<file path="src/design/mbx_pkg.sv">
// Shared types and codes for the mailbox send/receive matcher.
package mbx_pkg;

	// Request operation codes.
	typedef enum logic [1:0] {
		OP_SEND  = 2'd0,
		OP_RECV  = 2'd1,
		OP_CHECK = 2'd2,
		OP_NONE  = 2'd3
	} op_t;

	// Ready mark values of a table entry.
	localparam logic MARK_PENDING = 1'b0;
	localparam logic MARK_READY   = 1'b1;

	// Command that the top level hands to one table and on down its row of cells.
	typedef struct packed {
		logic       claim_en;    // mark the oldest pending entry ready
		logic       append_en;   // write a new entry at the fill position
		logic       append_rdy;  // ready mark of the new entry
		logic [7:0] actor;
		logic [7:0] comm;
	} tbl_cmd_t;

	// Status that one table reports back to the top level.
	typedef struct packed {
		logic found;  // some valid entry is still pending
		logic hit;    // some valid entry matches the ids and is ready
		logic full;   // no free entry is left
	} tbl_stat_t;

endpackage

</file>
<file path="src/design/mbx_ifs.sv">
// Valid/ready channel interfaces for the request and response beats.
interface mbx_req_if;
	logic       valid;
	logic       ready;
	logic [1:0] op;
	logic [7:0] owner;
	logic [7:0] comm_id;

	modport source (output valid, op, owner, comm_id, input ready);
	modport sink (input valid, op, owner, comm_id, output ready);
endinterface

interface mbx_rsp_if;
	logic valid;
	logic ready;
	logic ready_res;
	logic table_full;

	modport source (output valid, ready_res, table_full, input ready);
	modport sink (input valid, ready_res, table_full, output ready);
endinterface

</file>
<file path="src/design/mailbox_send_receive_matcher.sv">
// Top level of the mailbox send/receive matcher: request stage, two tables, result register.
//
//   channel  modport  beat fields
//   req      sink     op, owner, comm_id
//   rsp      source   ready_res, table_full
//
// A request beat is registered on acceptance and executed once the result register is free,
// where both cell rows resolve the claim and hit chains and update at once.
// The request stage and then the response register lie between a request beat and its response
// beat; one request per cycle is sustained while the response side keeps taking beats.
// Reset clears only the fill counts and handshake state; entry storage is not reset.
// A response beat waiting on rsp.ready holds the execute stage, and with it req.ready.
module mailbox_send_receive_matcher #(
	parameter int SEND_DEPTH = 16,
	parameter int RECV_DEPTH = 16
) (
	input logic          clk,
	input logic          arst_n,
	mbx_req_if.sink      req,
	mbx_rsp_if.source    rsp
);

	logic                busy_q;
	mbx_pkg::op_t        op_s1;
	logic [7:0]          actor_s1;
	logic [7:0]          comm_s1;
	logic                exec;
	logic                out_valid_q;
	logic                ready_res_q;
	logic                table_full_q;
	mbx_pkg::tbl_cmd_t   send_cmd;
	mbx_pkg::tbl_cmd_t   recv_cmd;
	mbx_pkg::tbl_stat_t  send_stat;
	mbx_pkg::tbl_stat_t  recv_stat;
	logic                res_ready;
	logic                res_full;

	// Execute when a request is held and the result register is free.
	assign exec      = busy_q && (!out_valid_q || rsp.ready);
	assign req.ready = !busy_q || exec;

	// Request stage.
	always_ff @(posedge clk or negedge arst_n) begin
		if (!arst_n) begin
			busy_q <= 1'b0;
		end else if (req.valid && req.ready) begin
			busy_q <= 1'b1;
		end else if (exec) begin
			busy_q <= 1'b0;
		end
	end

	always_ff @(posedge clk) begin
		if (req.valid && req.ready) begin
			op_s1    <= mbx_pkg::op_t'(req.op);
			actor_s1 <= req.owner;
			comm_s1  <= req.comm_id;
		end
	end

	// Table commands: a post claims in the opposite table and appends to its own.
	always_comb begin
		send_cmd.actor      = actor_s1;
		send_cmd.comm       = comm_s1;
		send_cmd.claim_en   = exec && (op_s1 == mbx_pkg::OP_RECV) && !recv_stat.full;
		send_cmd.append_en  = exec && (op_s1 == mbx_pkg::OP_SEND) && !send_stat.full;
		send_cmd.append_rdy = recv_stat.found;
		recv_cmd.actor      = actor_s1;
		recv_cmd.comm       = comm_s1;
		recv_cmd.claim_en   = exec && (op_s1 == mbx_pkg::OP_SEND) && !send_stat.full;
		recv_cmd.append_en  = exec && (op_s1 == mbx_pkg::OP_RECV) && !recv_stat.full;
		recv_cmd.append_rdy = send_stat.found;
	end

	mbx_table #(.DEPTH(SEND_DEPTH)) u_send_tbl (
		.clk    (clk),
		.arst_n (arst_n),
		.cmd    (send_cmd),
		.stat   (send_stat)
	);

	mbx_table #(.DEPTH(RECV_DEPTH)) u_recv_tbl (
		.clk    (clk),
		.arst_n (arst_n),
		.cmd    (recv_cmd),
		.stat   (recv_stat)
	);

	// Result of the executing request.
	always_comb begin
		res_ready = 1'b0;
		res_full  = 1'b0;
		unique case (op_s1)
			mbx_pkg::OP_SEND: begin
				res_full  = send_stat.full;
				res_ready = !send_stat.full && recv_stat.found;
			end
			mbx_pkg::OP_RECV: begin
				res_full  = recv_stat.full;
				res_ready = !recv_stat.full && send_stat.found;
			end
			mbx_pkg::OP_CHECK: begin
				res_ready = send_stat.hit || recv_stat.hit;
			end
			mbx_pkg::OP_NONE: begin
				res_ready = 1'b0;
			end
			default: begin
				res_ready = 1'b0;
			end
		endcase
	end

	// Response register.
	always_ff @(posedge clk or negedge arst_n) begin
		if (!arst_n) begin
			out_valid_q <= 1'b0;
		end else if (exec) begin
			out_valid_q <= 1'b1;
		end else if (rsp.ready) begin
			out_valid_q <= 1'b0;
		end
	end

	always_ff @(posedge clk) begin
		if (exec) begin
			ready_res_q  <= res_ready;
			table_full_q <= res_full;
		end
	end

	assign rsp.valid      = out_valid_q;
	assign rsp.ready_res  = ready_res_q;
	assign rsp.table_full = table_full_q;

endmodule

</file>
<file path="src/design/mbx_cell.sv">
// One table entry: ids and ready mark, with the claim and hit chains passing through.
module mbx_cell (
	input  logic              clk,
	input  mbx_pkg::tbl_cmd_t cmd,
	input  logic              valid,
	input  logic              sel,
	input  logic              claim_in,
	input  logic              hit_in,
	output logic              claim_out,
	output logic              hit_out
);

	logic [7:0] actor_q;
	logic [7:0] comm_q;
	logic       rdy_q;
	logic       pending;
	logic       take;

	// The claim token stops at the first valid pending entry.
	assign pending   = valid && (rdy_q == mbx_pkg::MARK_PENDING);
	assign take      = cmd.claim_en && claim_in && pending;
	assign claim_out = claim_in && !pending;

	// Hit chain ORs in a ready entry carrying the same ids.
	assign hit_out = hit_in || (valid && (rdy_q == mbx_pkg::MARK_READY)
		&& (actor_q == cmd.actor) && (comm_q == cmd.comm));

	// Entry storage: written on append, ready mark set when claimed.
	always_ff @(posedge clk) begin
		if (cmd.append_en && sel) begin
			actor_q <= cmd.actor;
			comm_q  <= cmd.comm;
			rdy_q   <= cmd.append_rdy;
		end else if (take) begin
			rdy_q <= mbx_pkg::MARK_READY;
		end
	end

endmodule

</file>
<file path="src/design/mbx_table.sv">
// One posting table: a row of entry cells and its fill count.
module mbx_table #(
	parameter int DEPTH = 16
) (
	input  logic               clk,
	input  logic               arst_n,
	input  mbx_pkg::tbl_cmd_t  cmd,
	output mbx_pkg::tbl_stat_t stat
);

	localparam int CW = $clog2(DEPTH + 1);

	logic [CW-1:0]  count_q;
	logic [DEPTH:0] claim_c;
	logic [DEPTH:0] hit_c;
	logic [DEPTH-1:0] valid;
	logic [DEPTH-1:0] sel;

	assign claim_c[0] = 1'b1;
	assign hit_c[0]   = 1'b0;

	// Row of cells; entries below the count are valid, the fill position is selected.
	for (genvar i = 0; i < DEPTH; i++) begin : g_cell
		assign valid[i] = CW'(i) < count_q;
		assign sel[i]   = count_q == CW'(i);

		mbx_cell u_cell (
			.clk       (clk),
			.cmd       (cmd),
			.valid     (valid[i]),
			.sel       (sel[i]),
			.claim_in  (claim_c[i]),
			.hit_in    (hit_c[i]),
			.claim_out (claim_c[i+1]),
			.hit_out   (hit_c[i+1])
		);
	end

	assign stat.found = !claim_c[DEPTH];
	assign stat.hit   = hit_c[DEPTH];
	assign stat.full  = count_q == CW'(DEPTH);

	// Fill count grows by one on each append.
	always_ff @(posedge clk or negedge arst_n) begin
		if (!arst_n) begin
			count_q <= '0;
		end else if (cmd.append_en) begin
			count_q <= count_q + CW'(1);
		end
	end

endmodule

</file>
<file path="src/flat_wrapper.sv">
// flat-port wrapper written by rule: the top's interface ports become plain ports
module mailbox_send_receive_matcher_flat 
#(
	parameter int SEND_DEPTH = 16,
	parameter int RECV_DEPTH = 16
)
  (clk, arst_n, req_valid, req_op, req_owner, req_comm_id, req_ready, rsp_valid, rsp_ready_res, rsp_table_full, rsp_ready);
  mbx_req_if req_i ();
  mbx_rsp_if rsp_i ();
  input logic clk;
  input logic arst_n;
  input wire logic [$bits(req_i.valid)-1:0] req_valid;
  input wire logic [$bits(req_i.op)-1:0] req_op;
  input wire logic [$bits(req_i.owner)-1:0] req_owner;
  input wire logic [$bits(req_i.comm_id)-1:0] req_comm_id;
  output wire logic [$bits(req_i.ready)-1:0] req_ready;
  output wire logic [$bits(rsp_i.valid)-1:0] rsp_valid;
  output wire logic [$bits(rsp_i.ready_res)-1:0] rsp_ready_res;
  output wire logic [$bits(rsp_i.table_full)-1:0] rsp_table_full;
  input wire logic [$bits(rsp_i.ready)-1:0] rsp_ready;
  assign req_i.valid = req_valid;
  assign req_i.op = req_op;
  assign req_i.owner = req_owner;
  assign req_i.comm_id = req_comm_id;
  assign req_ready = req_i.ready;
  assign rsp_valid = rsp_i.valid;
  assign rsp_ready_res = rsp_i.ready_res;
  assign rsp_table_full = rsp_i.table_full;
  assign rsp_i.ready = rsp_ready;
  mailbox_send_receive_matcher #(.SEND_DEPTH(SEND_DEPTH), .RECV_DEPTH(RECV_DEPTH)) u_core (.clk(clk), .arst_n(arst_n), .req(req_i), .rsp(rsp_i));
endmodule
</file>
<file path="config.mk">
export PLATFORM = sky130hd
export DESIGN_NAME = mailbox_send_receive_matcher_flat
export DESIGN_NICKNAME = d
export VERILOG_FILES = /design/src/design/mbx_pkg.sv /design/src/design/mbx_ifs.sv /design/src/design/mailbox_send_receive_matcher.sv /design/src/design/mbx_cell.sv /design/src/design/mbx_table.sv /design/src/flat_wrapper.sv
export SDC_FILE = /design/constraint.sdc
export NUM_CORES = 1
export LEC_CHECK = 0
export BUFFER_PORTS_ARGS = -buffer_cell sky130_fd_sc_hd__buf_2
export CORE_MARGIN = 2
export CORE_UTILIZATION = 55
export DETAILED_ROUTE_END_ITERATION = 10
export GPL_TIMING_DRIVEN = 1
export HOLD_SLACK_MARGIN = 0.1
export PLACE_DENSITY_LB_ADDON = 0.25
export SLEW_MARGIN = 30
export SYNTH_ARGS = -nofsm -noshare
export SYNTH_HDL_FRONTEND = slang
export SYNTH_HIERARCHICAL = 1
export SYNTH_SLANG_ARGS = --single-unit
</file>
<file path="constraint.sdc">
create_clock -name clk -period 6.5 [get_ports clk]
set_input_delay 0.325 -clock clk [delete_from_list [all_inputs] [get_ports clk]]
set_output_delay 0.325 -clock clk [all_outputs]
set_load 0.02 [all_outputs]
</file>
### Word level (Yosys, flattened, before mapping)

Cells that the tools add are included.

* add/subtract/negate cells: 2
* magnitude comparators: 32
* equal/unequal tests: 99
* multiplexer cells: 70
* bitwise gates (word level): 32
* reductions and logical operators: 368

Operator list (count)
* equality test 8 bit: 64
* logical AND 1 bit: 260
* equality test 5 x 4 -> 1 bit, second input constant: 16
* < comparator 4 x 5 -> 1 bit, first input constant: 16
* 2-to-1 mux 1 bit: 68
* nonzero test 2 bit: 34
* equality test 5 x 3 -> 1 bit, second input constant: 8
* < comparator 3 x 5 -> 1 bit, first input constant: 8
* logical NOT 1 bit: 38
* logical OR 1 bit: 33
* inverter 1 bit: 32
* equality test 5 x 2 -> 1 bit, second input constant: 4
* < comparator 1 x 5 -> 1 bit, first input constant: 4
* < comparator 2 x 5 -> 1 bit, first input constant: 4
* adder 5 x 1 -> 5 bit, second input constant: 2
* equality test 5 x 1 -> 1 bit, second input constant: 2
* equality test 5 bit, second input constant: 2
* logical NOT 5 bit: 2
* equality test 2 bit, second input constant: 2
* case mux 1 bit (4 select lines): 1
* equality test 2 x 1 -> 1 bit, second input constant: 1
* logical NOT 2 bit: 1
* case mux 1 bit (2 select lines): 1

* register bits: 576
* input port bits: 22
* output and inout bits: 4
* word-level logic and storage cells: 708

### Longest topological paths before layout

Gate-level depths: netlist (run 1).

* word-level depth: 21
* depth in mapped cells: 25
* depth with buffers taken out: 23

### Hierarchy

The synthesis (run 1) kept the hierarchy.

By module, submodules not included
* mbx_cell: instances 32, cells each 45, area each 726.9 um^2, seq. area each 510.5 um^2
* mailbox_send_receive_matcher: instances 1, cells each 40, area each 753.2 um^2, seq. area each 650.6 um^2
* mbx_table at u_core.u_send_tbl: instances 1, cells each 76, area each 556.8 um^2, seq. area each 125.1 um^2
* mbx_table at u_core.u_recv_tbl: instances 1, cells each 79, area each 536.8 um^2, seq. area each 125.1 um^2

### Worst setup path after synthesis (run 1)

Ideal clock, no wire load.

* path kind: register to register
* start: register u_core.actor_s1[3]
* end: register u_core.ready_res_q (netlist: u_core/rsp.ready_res) (data pin)
* setup time: 0.257 ns
* arrival: 5.472 ns
* data required time: 6.243 ns
* setup slack: 0.770 ns
* stages on the path, launching flop included: 24
* buffers on the path: 1
* period minus slack after synthesis: 5.730 ns
* cell sequence: edfxtp_1 xnor2_1 nand4_1 nor4_1 a41o_1 a41o_1 a41o_1 a41o_1 a41o_1 a41o_1 a41o_1 a41o_1 a41o_1 a41o_1 a41o_1 a41o_1 a41o_1 a41o_1 a41o_1 a41o_1 buf_4 o21ai_0 o31a_1 o21ai_2

* cells in the longest elaborated chain, start to end: 20
* elaborated cells between the ends (all ways): 128
* classes of those cells: eq/ne: 32; mux: 1; reduce/logical: 95

RTL lines
* from (decl): RTL line mailbox_send_receive_matcher.sv:25 `logic [7:0] actor_s1;`
* from (signal assigned): RTL line mailbox_send_receive_matcher.sv:56 `actor_s1 <= req.owner;`
* equality test 8 bit: RTL line mbx_cell.sv:26 `&& (actor_q == cmd.actor) && (comm_q == cmd.comm));`
* logical AND 1 bit (2 in series): RTL line mbx_cell.sv:26
* via u_core.u_recv_tbl.hit_c[1]: RTL line mbx_table.sv:15 `logic [DEPTH:0] hit_c;`
* logical OR 1 bit: RTL line mbx_cell.sv:25 `assign hit_out = hit_in || (valid && (rdy_q == mbx_pkg::MARK_READY)`
* via u_core.u_recv_tbl.hit_c[2]: RTL line mbx_table.sv:15
* logical OR 1 bit: RTL line mbx_cell.sv:25
* via u_core.u_recv_tbl.hit_c[3]: RTL line mbx_table.sv:15
* logical OR 1 bit: RTL line mbx_cell.sv:25
* via u_core.u_recv_tbl.hit_c[4]: RTL line mbx_table.sv:15
* (+1 left out)
* via u_core.u_recv_tbl.hit_c[5]: RTL line mbx_table.sv:15
* (+1 left out)
* via u_core.u_recv_tbl.hit_c[6]: RTL line mbx_table.sv:15
* (+1 left out)
* via u_core.u_recv_tbl.hit_c[7]: RTL line mbx_table.sv:15
* (+1 left out)
* via u_core.u_recv_tbl.hit_c[8]: RTL line mbx_table.sv:15
* (+1 left out)
* via u_core.u_recv_tbl.hit_c[9]: RTL line mbx_table.sv:15
* (+1 left out)
* via u_core.u_recv_tbl.hit_c[10]: RTL line mbx_table.sv:15
* (+1 left out)
* via u_core.u_recv_tbl.hit_c[11]: RTL line mbx_table.sv:15
* (+1 left out)
* via u_core.u_recv_tbl.hit_c[12]: RTL line mbx_table.sv:15
* (+1 left out)
* via u_core.u_recv_tbl.hit_c[13]: RTL line mbx_table.sv:15
* (+1 left out)
* via u_core.u_recv_tbl.hit_c[14]: RTL line mbx_table.sv:15
* logical OR 1 bit: RTL line mbx_cell.sv:25
* via u_core.u_recv_tbl.hit_c[15]: RTL line mbx_table.sv:15
* logical OR 1 bit: RTL line mbx_cell.sv:25
* via u_core.u_recv_tbl.hit_c[16]: RTL line mbx_table.sv:15
* logical OR 1 bit: RTL line mailbox_send_receive_matcher.sv:103 `res_ready = send_stat.hit || recv_stat.hit;`
* case mux 1 bit (4 select lines): RTL line mailbox_send_receive_matcher.sv:93 `unique case (op_s1)`
* via u_core.res_ready: RTL line mailbox_send_receive_matcher.sv:35 `logic res_ready;`
* to (signal assigned): RTL line mailbox_send_receive_matcher.sv:127 `ready_res_q <= res_ready;`
* to (decl): RTL line mailbox_send_receive_matcher.sv:29 `logic ready_res_q;`

The timed path passes the listed nets, and every way through them passes these cells.
A chain may end at the register's enable or synchronous reset.

==> impl_results.md, run 1 <==
- Num Clock Sinks: 576
- Compound-Gate Fraction of Synth Area: under 10%
- Post-synth top area share: 67.5%
- Area occupied by multi-input gates: 0.00778 sq mm
- Die Height: 218 um
- Filler Cells Inserted: 3,218
- Max Clock Skew: ~0.026 ns
- TNS Setup: 0 ns
- Post-synth EDFFs: 564
- Worst setup SP type: flop
- Row count: 78
- Drt drc: 0
- Leakage Power: between 8 and 9 nW
- Clock root buffer: clkbuf_16
- Cells resized by post-CTS repair: 0
- #FFs+latches synth: 576
- Final period utilization: 84.3%
- Distinct cells, synth: 39
- Largest family of logic cells by synthesized area: XOR/XNOR gates
- Fmax: ~0.18 GHz
- Mux cell area share after synthesis: 0.0399%
- Die area: 0.0474 sq mm
- Pwr dens: 301 mW/mm^2
- Post-DRT Antenna Nets: 0
- Synth Warn #: 6
- Ys async rst share: between 2 and 2.5%
- Global-route wire length before repair: roughly 79,000 um
- Post-route setup slack: around 1.0 ns
- Syn Inst Count: 1,635
- Post-Synth Adder-Cell Area: 0.299%
- Buffers on Ports: 25
- VDD IR max: 0.252 mV
- Worst Setup End Kind: flop
- Share of layout cells above drive strength 1: roughly 9.7%
- End of the worst register-to-register path: u_core/rsp.ready_res
- Max-slew headroom: 36.5%
- Worst skew pair latency: 0.60 ns
- CP required: 6.85 ns
- Core Area: 0.0452 sq mm
- Worst-margin pin slew: 0.952 ns
- CTS tree: yes
- Total wire length: between 50,000 and 60,000 um
- Hold Violations, Final: 0
- Top cells by area, synth: edfxtp_1 (67%), xnor2_1 (18%), nand4_1 (2.5%)
- CTS Buf Count: just under 60
- Worst Hold Class: input port to asynchronous set/reset pin
- MaxCap Viol Count: 0
- RSZ-0062 raised after global routing: no
- Total grt overflow: 0
- Final Critical Period: 5.48 ns
- Cell area after synthesis: 0.0251 sq mm
- R2r startpoint: u_core/u_recv_tbl/count_q[2]
- Worst Path Max Fanout: 14
- Seq/Total Area, Yosys: 68.6%
- Critical path type: flop to flop
- Largest net degree at the start of global routing: 38
- Simple-gate share of the synthesized area: 9.47%
- Starting density of the core: 55.6%
- Layout Area Growth over Synthesis: 13.4%
- Antenna Cells: 0
- Xor and xnor fraction of the mapped netlist area: about 18%
- Final setup fails: 0
- Worst path arrival time: between 5 and 6 ns
- Pre-antenna DRT Iters: 5
- Via count: 13,400
- WL/cell: 20.8 um
- FF-to-FF path depth: 23
- Final Max Tran Viols: 0
- H-tree lvl count: 2
- Vias/cell: between 5 and 6
- Ports: 26
- Avg Inst Size Synth: around 15 sq um
- Die W: 218 um
- Most common cell after layout, fill and taps aside: edfxtp_1
- Gr usage total: 22.0%
- Reg clk slew, reported paths: around 0.060 ns
- Number of global-route vias before repair: 13,500
- Setup slack, reg-to-reg: 1.02 ns
- CTS max path bufs: 3
- DP Worst Slack: 1.04 ns
- Register Area: between 0.015 and 0.02 sq mm
- Status: complete, no violations
- RePlAce Congestion: roughly 0.86
- DPL Wire Length: 32,500 um
- Initial DRC Count: 983
- Most frequent cells in the layout: edfxtp_1 (564), xnor2_1 (518), nand4_1 (100)
- Initial antenna violation count: 0
- Yosys top cell by area: edfxtp_1
- Most common flop cell mapped by yosys: edfxtp_1
- Final net count: 1,812
==> final cells by class <==
cell class / count / area share [%]
sequential: 576 / 60.5
multi-input combinational: 1036 / 27.3
clock buffer: 71 / 5.37
timing repair buffer: 102 / 2.75
tap: 600 / 2.64
clock inverter: 35 / 1.29
inverter: 10 / 0.132
==> through the flow <==
step	hold slack [ns]	cell area (sq um)	cells	util, %	power [mW]
floorplan	0.0294	25100	1637	-	5.06
global placement	0.288	26400	2302	58.3	5.31
detailed placement	0.289	26400	2302	58.3	5.34
CTS	0.218	28500	2430	63.0	8.64
global route	0.251	28500	2430	63.0	8.88
finish	0.236	28500	2430	63.0	8.57
==> power breakdown <==
group	switching [mW]	total [mW]	internal, mW	leakage (nW)
clock network	1.36	3.30	1.94	0.920
registers	0.136	4.32	4.18	5.27
logic	0.573	0.947	0.373	2.59
==> state kept, by name, summed over array words and instances (netlist names) <==
| signal | flops |
|---|---|
| u_core/rsp.ready_res | 1 |
| u_core/actor_s1 | 8 |
| u_core/u_send_tbl/g_cell.u_cell/actor_q | 128 |
| u_core/u_send_tbl/count_q | 5 |
| u_core/u_send_tbl/g_cell.u_cell/rdy_q | 16 |
| u_core/u_recv_tbl/g_cell.u_cell/rdy_q | 16 |
| u_core/u_recv_tbl/g_cell.u_cell/actor_q | 128 |
| u_core/rsp.valid | 1 |
| u_core/comm_s1 | 8 |
| u_core/busy_q | 1 |
| u_core/u_recv_tbl/g_cell.u_cell/comm_q | 128 |
| u_core/u_recv_tbl/count_q | 5 |
| u_core/u_send_tbl/g_cell.u_cell/comm_q | 128 |
| u_core/rsp.table_full | 1 |
| u_core/op_s1 | 2 |
==> Yosys cell counts (all sizes together) (2+ instances only) <==
cell    count
edfxtp    564
xnor2     518
nand4     100
nand2b     82
and2       65
nand2      51
o21bai     36
nand3      35
a41o       33
nor4       33
nor2       28
buf        14
dfrtp      12
inv        10
o21ai       9
nor3        8
ha          6
a21o        5
conb        4
nor3b       3
or3         3
nand3b      2
o31ai       2
xor2        2
==> metal layers <==
layer	wire [um]	track usage (%)	vias up
met5	0	0	-
met2	25100	37.0	274
met4	1650	8.47	0
met1	21800	29.2	6677
li1	-	-	6309
met3	2090	3.17	94
==> critical path, cell delays in order, from the launching register on <==
cell,delay (ns)
dfrtp_1,0.52
or2_1,0.34
or4_1,0.46
nand3_1,0.12
nor4_1,0.08
a41o_1,0.24
a41o_1,0.20
a41o_1,0.20
a41o_1,0.20
a41o_1,0.22
a41o_1,0.21
a41o_1,0.21
a41o_1,0.20
a41o_1,0.21
a41o_1,0.20
a41o_1,0.21
a41o_1,0.21
a41o_1,0.21
a41o_1,0.21
a41o_1,0.20
a41o_1,0.21
o21ai_0,0.16
o31a_1,0.17
o21ai_2,0.05
==> how the worst max path moves through the flow <==
| stage | startpoint | end | cells past startpoint |
|---|---|---|---|
| final | u_core/u_recv_tbl/count_q[2] | u_core/rsp.ready_res | 23 |
| after CTS | u_core/u_recv_tbl/count_q[2] | u_core/rsp.ready_res | 23 |
| after global placement | u_core/u_recv_tbl/count_q[2] | u_core/rsp.ready_res | 23 |
| after detailed placement | u_core/u_recv_tbl/count_q[2] | u_core/rsp.ready_res | 23 |
| after floorplan | u_core/actor_s1[3] | u_core/rsp.ready_res | 23 |
| after global routing | u_core/u_recv_tbl/count_q[2] | u_core/rsp.ready_res | 23 |
==> cells by family (layout without fill, tap and decap cells) <==
group / Yosys count / after routing
DFF: 576 / 576
xor gates and xnor gates: 520 / 520
and+or+nand+nor: 416 / 416
AOI/OAI and AO/OA: 87 / 87
buffers and inverters: 25 / 218
adders and majority gates: 6 / 6
other: 4 / 6
muxes: 1 / 1
==> repair_timing <==
item / 4_1_cts / 5_1_grt
endpoints found under the setup margin: 0 / 0
buffers inserted: 0 / 0
hold buffers: 22 / 0
endpoints found under the hold margin: 32 / 0
Power figures use the tool's default switching activity.
==> run 2: changes to the inputs <==
--- a/config.mk
+++ b/config.mk
@@ -5,6 +5,7 @@
 export SDC_FILE = /design/constraint.sdc
 export NUM_CORES = 1
 export LEC_CHECK = 0
+export ABC_AREA = 1
 export BUFFER_PORTS_ARGS = -buffer_cell sky130_fd_sc_hd__buf_2
 export CORE_MARGIN = 2
 export CORE_UTILIZATION = 55
==> constraint.sdc (replaced) <==
create_clock -name clk -period 4.7 [get_ports clk]
set_input_delay 0.235 -clock clk [delete_from_list [all_inputs] [get_ports clk]]
set_output_delay 0.235 -clock clk [all_outputs]
set_load 0.02 [all_outputs]
==> run 2 against run 1 <==
Against the previous run:
- synthesized cell count grew 130%
- worst setup slack lost 0.87 ns
- register-to-register slack worse by 0.87 ns
==> impl_results.md, run 2 <==
- Status: complete, no violations (unchanged)
- Top cells by area, synth: edfxtp_1 (56%), nand2_1 (18%), inv_1 (12%) (was edfxtp_1 (67%), xnor2_1 (18%), nand4_1 (2.5%))
- Post-DRT Antenna Nets: 0 (unchanged)
- Ports: 26 (unchanged)
- Syn Inst Count: 3,732 (was 1,635)
- Final period utilization: 96.8% (was 84.3%)
- Starting density of the core: 55.7% (was 55.6%)
- Most used cell, CP: a21boi_2 (was a41o_1)
- Final Max Tran Viols: 0 (unchanged)
- VDD IR max: 0.367 mV (was 0.252 mV)
- Cell area after synthesis: 0.0300 sq mm (was 0.0251 sq mm)
- Yosys top cell by area: edfxtp_1 (unchanged)
- Commonest cells post-synth: nand2_1 (1,415), inv_1 (996), edfxtp_1 (564) (was edfxtp_1 (564), xnor2_1 (518), nand4_1 (100))
- Seq/Total Area, Yosys: 57.4% (was 68.6%)
- Worst Path Max Fanout: 4 (was 14)
- Initial DRC Count: 1,469 (was 983)
- RePlAce Congestion: 0.848 (was 0.864)
- Pre-antenna DRT Iters: 5 (unchanged)
- WL/cell: 13.1 um (was 20.8 um)
- Pwr dens: 370 mW/mm^2 (was 301 mW/mm^2)
- Gr usage total: 21.9% (was 22.0%)
- Worst skew pair latency: 0.62 ns (was 0.60 ns)
- Avg Inst Size Synth: 8.05 sq um (was 15.4 sq um)
- Die area: 0.0565 sq mm (was 0.0474 sq mm)
- Initial antenna violation count: 0 (unchanged)
- Final setup fails: 0 (unchanged)
- Clock root buffer: clkbuf_16 (unchanged)
- Placed Instances: 4,545 (was 2,302)
- CP max-delay cell: dfrtp_1 (unchanged)
- Met2 Usage GRT: 38.2% (was 37.0%)
- Final std cells w/o fill: 4,685 (was 2,430)
- Share of layout cells above drive strength 1: 7.35% (was 9.67%)
- Critical path type: flop to flop (unchanged)
- Distinct cells, synth: 22 (was 39)
- Row count: 85 (was 78)
- #FFs+latches synth: 576 (unchanged)
- Reg clk slew, reported paths: 0.06 ns (about the same)
- Crit-path cells: nor2_4, nand3_2, a21boi_2, a21boi_2, a21boi_2, a21boi_2, a21boi_4, a21boi_4, a21boi_4, a21boi_2, a21boi_2, a21boi_2, a21boi_2, a21boi_2, a21boi_2, a21boi_2, a21boi_2, a21boi_4, clkinvlp_4, buf_4, or2_2 (was or2_1, or4_1, nand3_1, nor4_1, a41o_1, a41o_1, a41o_1, a41o_1, a41o_1, a41o_1, a41o_1, a41o_1, a41o_1, a41o_1, a41o_1, a41o_1, a41o_1, a41o_1, a41o_1, a41o_1, o21ai_0, o31a_1, o21ai_2)
- Worst path arrival time: 4.90 ns (was 5.83 ns)
- Global-route wire length before repair: 101,000 um (was 78,600 um)
- Worst setup SP type: flop (unchanged)
- Vias/cell: 4.68 (was 5.50)
- Layout Area Growth over Synthesis: 13.4% (about the same)
- CTS Buf Count: 58 (unchanged)
- Final Critical Period: 4.55 ns (was 5.48 ns)
- GRT busiest layer: met2 (unchanged)
- Setup slack, reg-to-reg: 0.15 ns (was 1.02 ns)
- H-tree lvl count: 2 (unchanged)
- Number of global-route vias before repair: 20,500 (was 13,500)
- Most common cell in the netlist: nand2_1 (was edfxtp_1)
- Drt drc: 0 (unchanged)
- Die W: 238 um (was 218 um)
- Worst Hold Class: input port to flop (was input port to asynchronous set/reset pin)
- Fmax: 0.220 GHz (was 0.182 GHz)
- CTS max path bufs: 3 (unchanged)
- Max-slew headroom: 47.8% (was 36.5%)
- Most common cell after layout, fill and taps aside: nand2_1 (was edfxtp_1)
- Post-route setup slack: 0.152 ns (was 1.02 ns)
- Ys async rst share: 2.08% (unchanged)
- Leakage Power: 17.4 nW (was 8.78 nW)
- DPL Wire Length: 41,900 um (was 32,500 um)
- DP Worst Slack: -0.510 ns (was 1.04 ns)
- WP buf/inv: 2 (was 0)
- Filler Cells Inserted: 4,451 (was 3,218)
- Total wire length: 61,200 um (was 50,600 um)
- MaxCap Viol Count: 0 (unchanged)
- Hold Violations, Final: 0 (unchanged)
- Worst Setup End Kind: flop (unchanged)
- Worst-margin pin slew: 0.783 ns (was 0.952 ns)
- Most common flop cell mapped by yosys: edfxtp_1 (unchanged)
- CP top delay family: compound AO/OA/AOI/OAI gates (unchanged)
- Crit path largest cell delay: 0.40 ns (was 0.52 ns)
- Post-synth EDFFs: 564 (unchanged)
- Most frequent cells in the layout: nand2_1 (1,415), inv_1 (994), edfxtp_1 (564) (was edfxtp_1 (564), xnor2_1 (518), nand4_1 (100))
- M3 GR Usage: 2.44% (was 3.17%)
- Num Clock Sinks: 576 (unchanged)
- CP required: 5.05 ns (was 6.85 ns)
- Buffers on Ports: 25 (unchanged)
- Total grt overflow: 0 (unchanged)
- Via count: 21,900 (was 13,400)
- Largest net degree at the start of global routing: 50 (was 38)
- Post-synth top area share: 56.4% (was 67.5%)
- Final net count: 3,969 (was 1,812)
- Synth Warn #: 6 (unchanged)
- Core Area: 0.0539 sq mm (was 0.0452 sq mm)
- Max Clock Skew: 0.0207 ns (was 0.0263 ns)
- M1 GR Usage: 29.2% (about the same)
- Hold slack: 0.322 ns (was 0.236 ns)
- Die Height: 238 um (was 218 um)
- CTS tree: yes (unchanged)
[run 2: worst paths after layout]
kind / from / end / depth (start not counted)
worst min register to register: u_core/rsp.valid / u_core/rsp.valid / 2
max in group asynchronous: arst_n / u_core/u_send_tbl/count_q[3] / 3
worst min-delay path: req_comm_id[6] / u_core/comm_s1[6] / 2
min in group asynchronous: arst_n / u_core/u_recv_tbl/count_q[1] / 3
worst max-delay path: u_core/u_recv_tbl/count_q[3] / u_core/u_send_tbl/g_cell[15].u_cell/rdy_q / 21
worst max register to register: u_core/u_recv_tbl/count_q[3] / u_core/u_send_tbl/g_cell[15].u_cell/rdy_q / 21
[run 2: final cells by class]
cell class / count / area [sq um] / share of cell area (%)
sequential: 576 / 17200 / 50.6
multi-input combinational: 2151 / 9170 / 26.9
inverter: 1001 / 3760 / 11.0
clock buffer: 73 / 1520 / 4.46
timing repair buffer: 152 / 1150 / 3.38
tap: 696 / 871 / 2.56
clock inverter: 34 / 337 / 0.988
timing repair inverter: 1 / 7.51 / 0.0220
antenna: 1 / 2.50 / 0.00735
[run 2: stage by stage]
step                      TNS (ns)  total power [mW]  cell area [sq um]  util (%)
after floorplan                  0              7.29              30000         -
after global placement      -13.01              7.99              31700      58.9
after detailed placement    -16.15              8.02              31700      58.9
after CTS                        0              12.6              33900      62.9
after global routing         -1.16              13.2              34000      63.1
final                            0              12.6              34100      63.2
[run 2: logic make-up (layout without fill, tap and decap cells)]
| logic type | count (synthesis) | in the layout | share of synthesized area, % |
|---|---|---|---|
| xor+xnor | 68 | 68 | 1.98 |
| other cells | 4 | 7 | 0.0500 |
| buf+inv | 1007 | 1261 | 12.6 |
| compound gates | 73 | 73 | 1.48 |
| flops | 576 | 576 | 57.4 |
| fa+ha+maj | 6 | 6 | 0.250 |
| simple gates | 1998 | 1998 | 26.2 |
[run 2: repair_timing]
action / 4_1_cts / 5_1_grt
hold buffers: 24 / 0
cloned: 1 / 0
hold endpoints to repair: 32 / 0
gates resized for setup: 31 / 24
setup buffers: 2 / 5
setup endpoints to repair: 34 / 33
pin swaps: 1 / 3
[run 2: power breakdown]
group,internal (mW),switching (mW)
Sequential,5.81,0.101
Combinational,0.761,1.38
Clock,2.61,1.94
Total,9.19,3.42
[run 2: layer usage]
layer  part of all wire [%]  vias up
met5                      0        -
met4                    2.1        0
met3                    3.6       69
met2                     49      358
met1                     46     9951
li1                       -    11500
==> run 3: changes to the inputs <==
--- a/config.mk
+++ b/config.mk
@@ -8,7 +8,7 @@
 export ABC_AREA = 1
 export BUFFER_PORTS_ARGS = -buffer_cell sky130_fd_sc_hd__buf_2
 export CORE_MARGIN = 2
-export CORE_UTILIZATION = 55
+export CORE_UTILIZATION = 32
 export DETAILED_ROUTE_END_ITERATION = 10
 export GPL_TIMING_DRIVEN = 1
 export HOLD_SLACK_MARGIN = 0.1
==> run 3 against run 2 <==
Against the previous run:
- core utilization down 26 points
- sequential share of layout area is 1.4 points lower
- global-route usage is 8.5 points lower
- clock power increased by 9.2%
- register-to-register slack better by 0.18 ns
- clock skew rose by 0.010 ns
- count of clock-buffer cells in the layout rose by 17
- via count is 2.1% lower
- hold slack got worse by 0.088 ns
- fmax is 4.1% higher
- sequential cell count unchanged
- routed wire length up 3.4%
- largest power group unchanged
- highest routed layer is now met5
==> impl_results.md, run 3 (synthesized netlist as in run 2, its figures left out) <==
- Most used cell, CP: a21boi_2 (unchanged)
- Layout Area Growth over Synthesis: 16.5% (was 13.4%)
- Net Sw Frac: 26.8% (was 27.1%)
- Crit-path cells: nor2_2, nand3_1, a21boi_2, a21boi_2, a21boi_2, a21boi_2, a21boi_2, a21boi_2, a21boi_2, a21boi_2, a21boi_2, a21boi_2, a21boi_2, buf_4, a21boi_2, a21boi_2, a21boi_2, a21boi_2, a21boi_2, inv_1, buf_12, or2_2 (was nor2_4, nand3_2, a21boi_2, a21boi_2, a21boi_2, a21boi_2, a21boi_4, a21boi_4, a21boi_4, a21boi_2, a21boi_2, a21boi_2, a21boi_2, a21boi_2, a21boi_2, a21boi_2, a21boi_2, a21boi_4, clkinvlp_4, buf_4, or2_2)
- Largest net degree at the start of global routing: 52 (was 50)
- Placed Instances: 5,112 (was 4,545)
- VDD IR max: 0.239 mV (was 0.367 mV)
- TNS Setup: 0 ns (unchanged)
- Comb power frac: 16.7% (was 17.0%)
- Most frequent cells in the layout: nand2_1 (1,415), inv_1 (996), edfxtp_1 (564) (was nand2_1 (1,415), inv_1 (994), edfxtp_1 (564))
- Fmax: 0.229 GHz (was 0.220 GHz)
- Final core utilization: 37.5% (was 63.2%)
- Worst path arrival time: 4.72 ns (was 4.90 ns)
- Starting density of the core: 32.2% (was 55.7%)
- Worst-margin pin slew: 0.933 ns (was 0.783 ns)
- Critical path type: flop to flop (unchanged)
- Buffers on Ports: 25 (unchanged)
- Drt drc: 0 (unchanged)
- CTS Buf Count: 67 (was 58)
- Die area: 0.0963 sq mm (was 0.0565 sq mm)
- WP buf/inv: 3 (was 2)
- Worst setup SP type: flop (unchanged)
- Most common cell after layout, fill and taps aside: nand2_1 (unchanged)
- Initial antenna violation count: 2 (was 0)
- Core Area: 0.0932 sq mm (was 0.0539 sq mm)
- Status: complete, no violations (unchanged)
- DPL Wire Length: 43,900 um (was 41,900 um)
- Post-DRT Antenna Nets: 0 (unchanged)
- CP max-delay cell: dfrtp_1 (unchanged)
- Ports: 26 (unchanged)
- Die Height: 310 um (was 238 um)
- CTS tree: yes (unchanged)
- H-tree lvl count: 3 (was 2)
- Design Power: 13.1 mW (was 12.6 mW)
- Gr usage total: 13.5% (was 21.9%)
- CP required: 5.05 ns (about the same)
- Total wire length: 63,200 um (was 61,200 um)
- Clock root buffer: clkbuf_16 (unchanged)
- FF-to-FF path depth: 22 (was 21)
- Internal power: 9.55 mW (was 9.19 mW)
- Post-route setup slack: 0.329 ns (was 0.152 ns)
- RePlAce Congestion: 0.815 (was 0.848)
- Setup slack, reg-to-reg: 0.33 ns (was 0.15 ns)
- Final net count: 3,986 (was 3,969)
- Max-slew headroom: 37.7% (was 47.8%)
- Worst Hold Class: input port to asynchronous set/reset pin (was input port to flop)
- Initial DRC Count: 1,267 (was 1,469)
- Clock power share: 38.0% (was 36.1%)
- Number of global-route vias before repair: 19,800 (was 20,500)
- Via count: 21,500 (was 21,900)
- Final Max Tran Viols: 0 (unchanged)
- Leakage Power: 17.5 nW (was 17.4 nW)
- Final period utilization: 93.0% (was 96.8%)
- Total grt overflow: 0 (unchanged)
- Global-route wire length before repair: 104,000 um (was 101,000 um)
- Final Critical Period: 4.37 ns (was 4.55 ns)
- WL/cell: 12.0 um (was 13.1 um)
- Vias/cell: 4.08 (was 4.68)
- Reg clk slew, reported paths: 0.06 ns (about the same)
- Worst Path Max Fanout: 17 (was 4)
- P_sw: 3.50 mW (was 3.42 mW)
- Placed cell area: 0.0325 sq mm (was 0.0317 sq mm)
- Die W: 310 um (was 238 um)
- Pre-antenna DRT Iters: 5 (unchanged)
- Seq pwr share: 45.3% (was 46.9%)
- Crit path largest cell delay: 0.39 ns (was 0.40 ns)
- Share of layout cells above drive strength 1: 7.49% (was 7.35%)
- Worst skew pair latency: 0.60 ns (was 0.62 ns)
- Num Clock Sinks: 576 (unchanged)
- Antenna Cells: 0 (was 1)
- Critical Path Stages: 22 (was 21)
- Worst Setup End Kind: flop (unchanged)
- MaxCap Viol Count: 0 (unchanged)
- Max Clock Skew: 0.0308 ns (was 0.0207 ns)
- Fin area: 0.0350 sq mm (was 0.0341 sq mm)
- Hold slack: 0.234 ns (was 0.322 ns)
- Hold Violations, Final: 0 (unchanged)
- Final setup fails: 0 (unchanged)
- CTS max path bufs: 3 (unchanged)
- Row count: 112 (was 85)
- Pwr dens: 373 mW/mm^2 (was 370 mW/mm^2)
- DP Worst Slack: -0.626 ns (was -0.510 ns)
- CP top delay family: compound AO/OA/AOI/OAI gates (unchanged)
- Final std cells w/o fill: 5,259 (was 4,685)
run 3: routing by layer:
| layer | vias up | global-route usage (%) | part of all wire (%) |
|---|---|---|---|
| li1 | 11600 | - | - |
| met1 | 9573 | 18.5 | 49 |
| met2 | 218 | 22.2 | 46 |
| met3 | 81 | 1.93 | 3.3 |
| met4 | 2 | 3.82 | 2.0 |
| met5 | - | 0 | 0.011 |
run 3: power groups by stage:
stage	sequential [mW]	combinational, mW	clock, mW
floorplan	6.15	1.13	0
CTS	5.91	2.15	5.15
global placement	6.01	2.08	0
finish	5.91	2.18	4.97
detailed placement	6.01	2.09	0
global route	5.92	2.49	5.33
run 3: layout make-up:
| cell class | instances | area (sq um) |
|---|---|---|
| clock buffers | 90 | 1790 |
| clock inverters | 26 | 258 |
| fillers | 9380 | 58200 |
| inverters | 1001 | 3760 |
| multi-input cells | 2151 | 9150 |
| flip-flops and latches | 576 | 17200 |
| well taps | 1254 | 1570 |
| repair buffers | 161 | 1220 |
run 3: final timing paths:
check / start / end
max: u_core/u_send_tbl/count_q[2] / u_core/u_recv_tbl/g_cell[10].u_cell/rdy_q
min: arst_n / u_core/u_send_tbl/count_q[0]
max reg2reg: u_core/u_send_tbl/count_q[2] / u_core/u_recv_tbl/g_cell[10].u_cell/rdy_q
min reg2reg: u_core/rsp.valid / u_core/rsp.valid
max in group asynchronous: arst_n / u_core/u_send_tbl/count_q[4]
min in group clk: req_op[1] / u_core/op_s1[1]
run 3: what timing repair did:
item | in CTS | in global routing
setup buffers | 0 | 8
pin swaps | 1 | 3
setup endpoints to repair | 36 | 34
hold buffers | 23 | 0
hold endpoints to repair | 32 | 0
gates resized for setup | 29 | 20
